[src/hw/rtl/lir_pkg.sv]
`timescale 1ns / 1ps
// Shared constants, state encoding and control structs for the linear
// interpolation resampler. No dependencies.
package lir_pkg;

  localparam int SAMPLE_BITS = 16;
  localparam int FRAC_BITS   = 16;
  localparam int POS_BITS    = 20;
  localparam int STEP_BITS   = 20;
  localparam int DIFF_BITS   = SAMPLE_BITS + 1;
  localparam int ACC_BITS    = DIFF_BITS + POS_BITS + 1;

  localparam logic [POS_BITS-1:0]  ONE_POS  = POS_BITS'(1) << FRAC_BITS;
  localparam logic [STEP_BITS-1:0] MIN_STEP = STEP_BITS'(ONE_POS >> 4);
  localparam logic [STEP_BITS-1:0] STEP_RST = STEP_BITS'(ONE_POS);

  typedef enum logic [1:0] {
    S_IDLE = 2'b01,
    S_EMIT = 2'b10
  } lir_state_e;

  typedef struct packed {
    logic take_first;
    logic drop;
    logic start;
    logic emit;
  } lir_cmd_t;

  typedef struct packed {
    logic step_zero;
    logic have_prev;
    logic pos_ge_one;
    logic last;
    logic out_free;
  } lir_sts_t;

endpackage

[src/hw/rtl/linear_interp_resampler.sv]
`timescale 1ns / 1ps
// Top level of the linear interpolation resampler: controller plus datapath.
// Depends on lir_pkg, lir_ctrl and lir_dpath.
//
// Channel   Direction  Handshake                  Payload
// in        input      in_valid_i / in_stall_o    sample_in_i
// out       output     out_valid_o / out_stall_i  sample_out_o, last_of_run_o
// cfg       input      cfg_valid_i / cfg_ready_o  cfg_step_q16_i
//
// An input beat that yields results stalls the input until its run is done; a
// beat that yields none does not. Unless the output stalls, one result leaves
// per cycle, set by the single accumulate-and-add stage that advances the
// interpolation product by a precomputed difference times step.
// Reset sets the step to 1.0 and clears the history and read position.
// A stall on the output holds the output register and pauses the run.
module linear_interp_resampler import lir_pkg::*; (
  input  logic                          clk_i,
  input  logic                          rst_ni,
  input  logic                          in_valid_i,
  output logic                          in_stall_o,
  input  logic signed [SAMPLE_BITS-1:0] sample_in_i,
  output logic                          out_valid_o,
  input  logic                          out_stall_i,
  output logic signed [SAMPLE_BITS-1:0] sample_out_o,
  output logic                          last_of_run_o,
  input  logic                          cfg_valid_i,
  output logic                          cfg_ready_o,
  input  logic [STEP_BITS-1:0]          cfg_step_q16_i
);

  lir_cmd_t cmd;
  lir_sts_t sts;

  assign cfg_ready_o = 1'b1;

  lir_ctrl u_ctrl (
    .clk_i      (clk_i),
    .rst_ni     (rst_ni),
    .in_valid_i (in_valid_i),
    .in_stall_o (in_stall_o),
    .sts_i      (sts),
    .cmd_o      (cmd)
  );

  lir_dpath u_dpath (
    .clk_i          (clk_i),
    .rst_ni         (rst_ni),
    .cfg_valid_i    (cfg_valid_i),
    .cfg_step_q16_i (cfg_step_q16_i),
    .sample_in_i    (sample_in_i),
    .cmd_i          (cmd),
    .sts_o          (sts),
    .out_stall_i    (out_stall_i),
    .out_valid_o    (out_valid_o),
    .sample_out_o   (sample_out_o),
    .last_of_run_o  (last_of_run_o)
  );

endmodule

[src/hw/rtl/lir_ctrl.sv]
`timescale 1ns / 1ps
// Controller state machine of the resampler: input handshake and sequencing
// of the output run. Depends on lir_pkg.
module lir_ctrl import lir_pkg::*; (
  input  logic     clk_i,
  input  logic     rst_ni,
  input  logic     in_valid_i,
  output logic     in_stall_o,
  input  lir_sts_t sts_i,
  output lir_cmd_t cmd_o
);

  lir_state_e state_q, state_d;

  assign in_stall_o = (state_q != S_IDLE);

  always_comb begin
    state_d = state_q;
    cmd_o   = '0;
    case (state_q)
      S_IDLE: begin
        if (in_valid_i && !sts_i.step_zero) begin
          if (!sts_i.have_prev) begin
            cmd_o.take_first = 1'b1;
          end else if (sts_i.pos_ge_one) begin
            cmd_o.drop = 1'b1;
          end else begin
            cmd_o.start = 1'b1;
            state_d     = S_EMIT;
          end
        end
      end
      S_EMIT: begin
        if (sts_i.out_free) begin
          cmd_o.emit = 1'b1;
          if (sts_i.last) begin
            state_d = S_IDLE;
          end
        end
      end
      default: begin
        state_d = S_IDLE;
      end
    endcase
  end

  always_ff @(posedge clk_i or negedge rst_ni) begin
    if (!rst_ni) begin
      state_q <= S_IDLE;
    end else begin
      state_q <= state_d;
    end
  end

endmodule

[src/hw/rtl/lir_dpath.sv]
`timescale 1ns / 1ps
// Datapath of the resampler: step register, sample history, read position,
// incremental interpolation product and the output register. Depends on lir_pkg.
module lir_dpath import lir_pkg::*; (
  input  logic                          clk_i,
  input  logic                          rst_ni,
  input  logic                          cfg_valid_i,
  input  logic [STEP_BITS-1:0]          cfg_step_q16_i,
  input  logic signed [SAMPLE_BITS-1:0] sample_in_i,
  input  lir_cmd_t                      cmd_i,
  output lir_sts_t                      sts_o,
  input  logic                          out_stall_i,
  output logic                          out_valid_o,
  output logic signed [SAMPLE_BITS-1:0] sample_out_o,
  output logic                          last_of_run_o
);

  logic [STEP_BITS-1:0]          step_q;
  logic                          have_q;
  logic [POS_BITS-1:0]           pos_q, pos_d;
  logic signed [SAMPLE_BITS-1:0] prev_q, x_q;
  logic signed [ACC_BITS-1:0]    acc_q, dstep_q;
  logic                          out_valid_q;
  logic signed [SAMPLE_BITS-1:0] out_sample_q;
  logic                          out_last_q;

  logic [STEP_BITS-1:0]          step_eff;
  logic signed [DIFF_BITS-1:0]   diff;
  logic signed [ACC_BITS-1:0]    acc_init, dstep_init;
  logic [POS_BITS:0]             pos_sum;
  logic                          next_last;
  logic signed [SAMPLE_BITS-1:0] interp;

  always_comb begin
    if (step_q == '0) begin
      step_eff = '0;
    end else if (step_q < MIN_STEP) begin
      step_eff = MIN_STEP;
    end else begin
      step_eff = step_q;
    end
  end

  assign diff = $signed({sample_in_i[SAMPLE_BITS-1], sample_in_i})
              - $signed({prev_q[SAMPLE_BITS-1], prev_q});
  assign acc_init   = ACC_BITS'(diff) * ACC_BITS'($signed({1'b0, pos_q}));
  assign dstep_init = ACC_BITS'(diff) * ACC_BITS'($signed({1'b0, step_eff}));

  assign pos_sum   = {1'b0, pos_q} + {1'b0, step_eff};
  assign next_last = (pos_sum >= {1'b0, ONE_POS});
  assign interp    = prev_q + $signed(acc_q[FRAC_BITS +: SAMPLE_BITS]);

  always_comb begin
    pos_d = pos_q;
    if (cmd_i.drop) begin
      pos_d = pos_q - ONE_POS;
    end else if (cmd_i.emit) begin
      pos_d = next_last ? POS_BITS'(pos_sum - {1'b0, ONE_POS}) : pos_sum[POS_BITS-1:0];
    end
  end

  assign sts_o.step_zero  = (step_q == '0);
  assign sts_o.have_prev  = have_q;
  assign sts_o.pos_ge_one = (pos_q >= ONE_POS);
  assign sts_o.last       = next_last;
  assign sts_o.out_free   = !out_valid_q || !out_stall_i;

  always_ff @(posedge clk_i or negedge rst_ni) begin
    if (!rst_ni) begin
      step_q      <= STEP_RST;
      have_q      <= 1'b0;
      pos_q       <= '0;
      prev_q      <= '0;
      out_valid_q <= 1'b0;
    end else begin
      if (cfg_valid_i) begin
        step_q <= cfg_step_q16_i;
      end
      pos_q <= pos_d;
      if (cmd_i.take_first) begin
        prev_q <= sample_in_i;
        have_q <= 1'b1;
      end else if (cmd_i.drop) begin
        prev_q <= sample_in_i;
      end else if (cmd_i.emit && next_last) begin
        prev_q <= x_q;
      end
      if (cmd_i.emit) begin
        out_valid_q <= 1'b1;
      end else if (!out_stall_i) begin
        out_valid_q <= 1'b0;
      end
    end
  end

  always_ff @(posedge clk_i) begin
    if (cmd_i.start) begin
      x_q     <= sample_in_i;
      acc_q   <= acc_init;
      dstep_q <= dstep_init;
    end else if (cmd_i.emit) begin
      acc_q <= acc_q + dstep_q;
    end
    if (cmd_i.emit) begin
      out_sample_q <= interp;
      out_last_q   <= next_last;
    end
  end

  assign out_valid_o   = out_valid_q;
  assign sample_out_o  = out_sample_q;
  assign last_of_run_o = out_last_q;

endmodule

[config.mk]
export PLATFORM = sky130hd
export DESIGN_NAME = linear_interp_resampler
export DESIGN_NICKNAME = d
export VERILOG_FILES = /design/src/hw/rtl/lir_pkg.sv /design/src/hw/rtl/linear_interp_resampler.sv /design/src/hw/rtl/lir_ctrl.sv /design/src/hw/rtl/lir_dpath.sv
export SDC_FILE = /design/constraint.sdc
export NUM_CORES = 2
export LEC_CHECK = 0
export BUFFER_PORTS_ARGS = -buffer_cell sky130_fd_sc_hd__clkbuf_2
export CORE_MARGIN = 2
export CORE_UTILIZATION = 40
export CTS_CLUSTER_SIZE = 10
export DETAILED_ROUTE_END_ITERATION = 6
export SYNTH_ARGS = -nofsm -noshare
export SYNTH_HDL_FRONTEND = slang
export SYNTH_HIERARCHICAL = 1
export SYNTH_SLANG_ARGS = --single-unit
export TNS_END_PERCENT = 1
[constraint.sdc]
create_clock -name clk_i -period 21.4 [get_ports clk_i]
set_input_delay 6.42 -clock clk_i [delete_from_list [all_inputs] [get_ports clk_i]]
set_output_delay 6.42 -clock clk_i [all_outputs]
set_load 0.02 [all_outputs]
==> run_results.csv <==
group,metric,value,unit
run_status,status,"complete, no violations",
global_routing,grt_max_degree,79,
global_routing,busiest_layer,"met2",
sta,period_needed,14530,ps
die,dieArea,78800,um2
route,via_per_inst,5.07,
die,num_rows,101,
worst_hold_path,min_path_cells,2,
die,die-height,281,um
yosys,synthArstFlopShare,0.382,
clock_tree,cts.sink_count,157,
route,vias,22100,
job,maxCapViolCount,0,
critical_path,cp.arrival,14770,ps
route,drcViolationCount,0,
finish,final_cell_mix,"721 x inv_1, 528 x fa_1, 473 x nand2_1",
route,totalWireLength,78.1,mm
worst_hold_path,worstHoldStart,"u_dpath/x_q[7]$_DFFE_PP_",
place,hpwl,60.7,mm
place,gp_congestion,0.874,
clock_tree,post_cts_resized,0,
global_routing,grt_use_met2,0.332,
finish,nNetsFinal,4216,
worst_hold_path,hold_end,"u_dpath/prev_q[7]$_DFFE_PN0P_",
clock_tree,cts_setup_buffers,0,
global_routing,gr-total-overflow,0,
die,die_w,281,um
sta,post-route-period-util,0.679,
route,drt_iter0_markers,1301,
yosys,synth_edf_count,97,
sta,rsz0062_at_grt,"no",
yosys,ys_seq_area_frac,0.144,
place,port_buffers,59,
clock_tree,cts_root_buf,"clkbuf_16",
global_routing,antenna_found_initial,1,
sta,worst_slew_pin_slew,1030,ps
yosys,syn_nets,4261,
global_routing,grt_pass1_wl,126,mm
critical_path,required,21640,ps
yosys,ys_ff_latch,157,
clock_tree,cts_tree,"built",
sta,clock_skew,20.5,ps
clock_tree,cts_hold_buf,0,
critical_path,critical_path_class,"in -> reg",
critical_path,critPathCaptureType,"register",
clock_tree,ctsLongestPathBuffers,2,
yosys,syn-mean-instance-area,9.00,um2
critical_path,critPathSlowestCell,"fa_1",
yosys,synthFlopType,"edfxtp_1",
global_routing,grt_pass1_vias,22900,
route,final_antenna_net_count,0,
sta,fmax,0.0688,GHz
global_routing,grt_use_met3,0.0280,
clock_tree,htreeDepth,4,
global_routing,grt_usage,0.208,
critical_path,crit_top_cell,"fa_1",
yosys,synthCells,3404,
sta,fin_setup_tns,0,ps
critical_path,rr_endpoint,"u_dpath/acc_q[28]$_DFFE_PP_",
global_routing,gr-usage-met1,0.299,
critical_path,crit_fanout,40,
sta,slew_headroom,0.313,
yosys,syn_area,30600,um2
clock_tree,numCtsBuffers,17,
finish,drive_gt1_frac,0.0543,
worst_hold_path,holdCritPathClass,"reg -> reg",
yosys,synth_warnings,6,
clock_tree,clk_pin_slew_worst_paths,80,ps
route,routedWlPerCell,17.9,um
critical_path,startpoint_type,"primary input",
yosys,synthDistinctLibCells,73,
finish,area_growth,6.31,%
route,dr.pass1.iters,5,
die,ios,61,
sta,setup_viol,0,
sta,report.final.slew_viol_count,0,
clock_tree,clk_latency,500,ps
sta,finalHoldViolations,0,
die,core,75800,um2
critical_path,timing.rr.start,"u_dpath/prev_q[0]$_DFFE_PN0P_",
critical_path,reg2reg_depth,31,
finish,layout_commonest_cell,"inv_1",
critical_path,slowest_delay,520,ps
die,initial_utilization,0.404,
critical_path,r2r_setup_slack,12520,ps
[Yosys cell counts, types with 3 or more instances]
master,number,area (um2)
a211o_1,3,26.3
a211oi_1,10,75.1
a21boi_0,7,52.6
a21o_1,30,225
a21oi_1,108,541
a311oi_1,4,35.0
a31oi_1,7,43.8
and2_1,179,1120
and3_1,9,56.3
buf_1,7,26.3
buf_4,3,22.5
clkbuf_1,143,537
dfrtp_1,58,1450
edfxtp_1,97,2910
fa_1,528,10600
ha_1,288,3600
inv_1,721,2710
mux2_2,25,282
mux2i_1,17,170
nand2_1,473,1780
nand2b_1,30,188
nand3_1,14,70.1
nand3b_1,6,45.0
nand4_1,7,43.8
nor2_1,150,563
nor2b_1,64,400
nor3_1,25,125
nor4_1,10,62.6
o211a_1,4,40.0
o211ai_1,6,45.0
o21a_1,32,240
o21ai_0,78,390
o21ai_1,31,155
o21bai_1,13,97.6
o31a_1,5,43.8
o31ai_1,14,105
o41ai_1,5,43.8
or2_2,5,31.3
or3_1,13,81.3
xnor2_1,96,841
xor2_1,38,333
[metrics by stage]
stage,area [um2],instances,worst slack (ps),util,hold WS (ps)
2_1_floorplan,30600,3404,7420,-,438
3_3_place_gp,31900,4318,6570,0.421,495
3_5_place_dp,31900,4318,6430,0.421,503
4_1_cts,32600,4350,6970,0.429,524
5_1_grt,32600,4350,6380,0.429,544
6_report,32600,4352,6870,0.430,518
[kinds of logic (layout without fill, tap and decap cells)]
family	Yosys count	count (layout)	synth area share
simple gates	998	998	0.153
fa+ha+maj	816	816	0.463
buf+inv	876	844	0.108
xor+xnor	134	134	0.0383
flops	157	157	0.144
mux	42	42	0.0147
other cells	1	3	0.000122
compound gates	380	380	0.0785
[sequential cells by signal (all words and copies together) (netlist names)]
name and count:
u_dpath/pos_q 20, u_dpath/sample_out_o 16, u_dpath/step_q 20, u_dpath/out_valid_o 1, u_dpath/prev_q 16, u_dpath/last_of_run_o 1, u_dpath/acc_q 32, u_dpath/have_q 1
u_dpath/x_q 16, u_ctrl/state_q 2, u_dpath/dstep_q 32
[worst max-delay path by stage]
| stage | cells past startpoint | from | endpoint | slack [ps] |
|---|---|---|---|---|
| finish | 33 | sample_in_i[0] | u_dpath/acc_q[28]$_DFFE_PP_ | 6870 |
| global route | 33 | sample_in_i[0] | u_dpath/acc_q[28]$_DFFE_PP_ | 6380 |
| CTS | 33 | sample_in_i[0] | u_dpath/acc_q[28]$_DFFE_PP_ | 6970 |
| detailed placement | 33 | sample_in_i[0] | u_dpath/acc_q[28]$_DFFE_PP_ | 6430 |
| global placement | 33 | sample_in_i[0] | u_dpath/acc_q[28]$_DFFE_PP_ | 6570 |
| floorplan | 33 | sample_in_i[0] | u_dpath/acc_q[28]$_DFFE_PP_ | 7420 |
[final cells by class]
type                            instances  area (um2)
Inverter                              721        2710
Fill cell                            7476       43300
Multi-Input combinational cell       2371       23000
Timing Repair Buffer                   91         538
Clock buffer                           17         425
Sequential cell                       157        4420
Clock inverter                         15         220
Antenna cell                            2        5.00
Tap cell                              978        1220
[metal layers]
| metal | vias up | part of all wire |
|---|---|---|
| met1 | 11100 | 0.47 |
| met5 | - | 0 |
| met2 | 565 | 0.45 |
| met4 | 0 | 0.018 |
| met3 | 95 | 0.061 |
| li1 | 10300 | - |
[critical path: cells and delay by family]
family | cells | cell delay (ps)
compound gates | 12 | 2450
xor+xnor | 1 | 170
buf+inv | 6 | 810
fa+ha+maj | 9 | 3830
simple gates | 5 | 1050
Power is left out: the tool's default activity adds up to more than one toggle a clock period on the data nets, which glitch-free logic cannot reach.
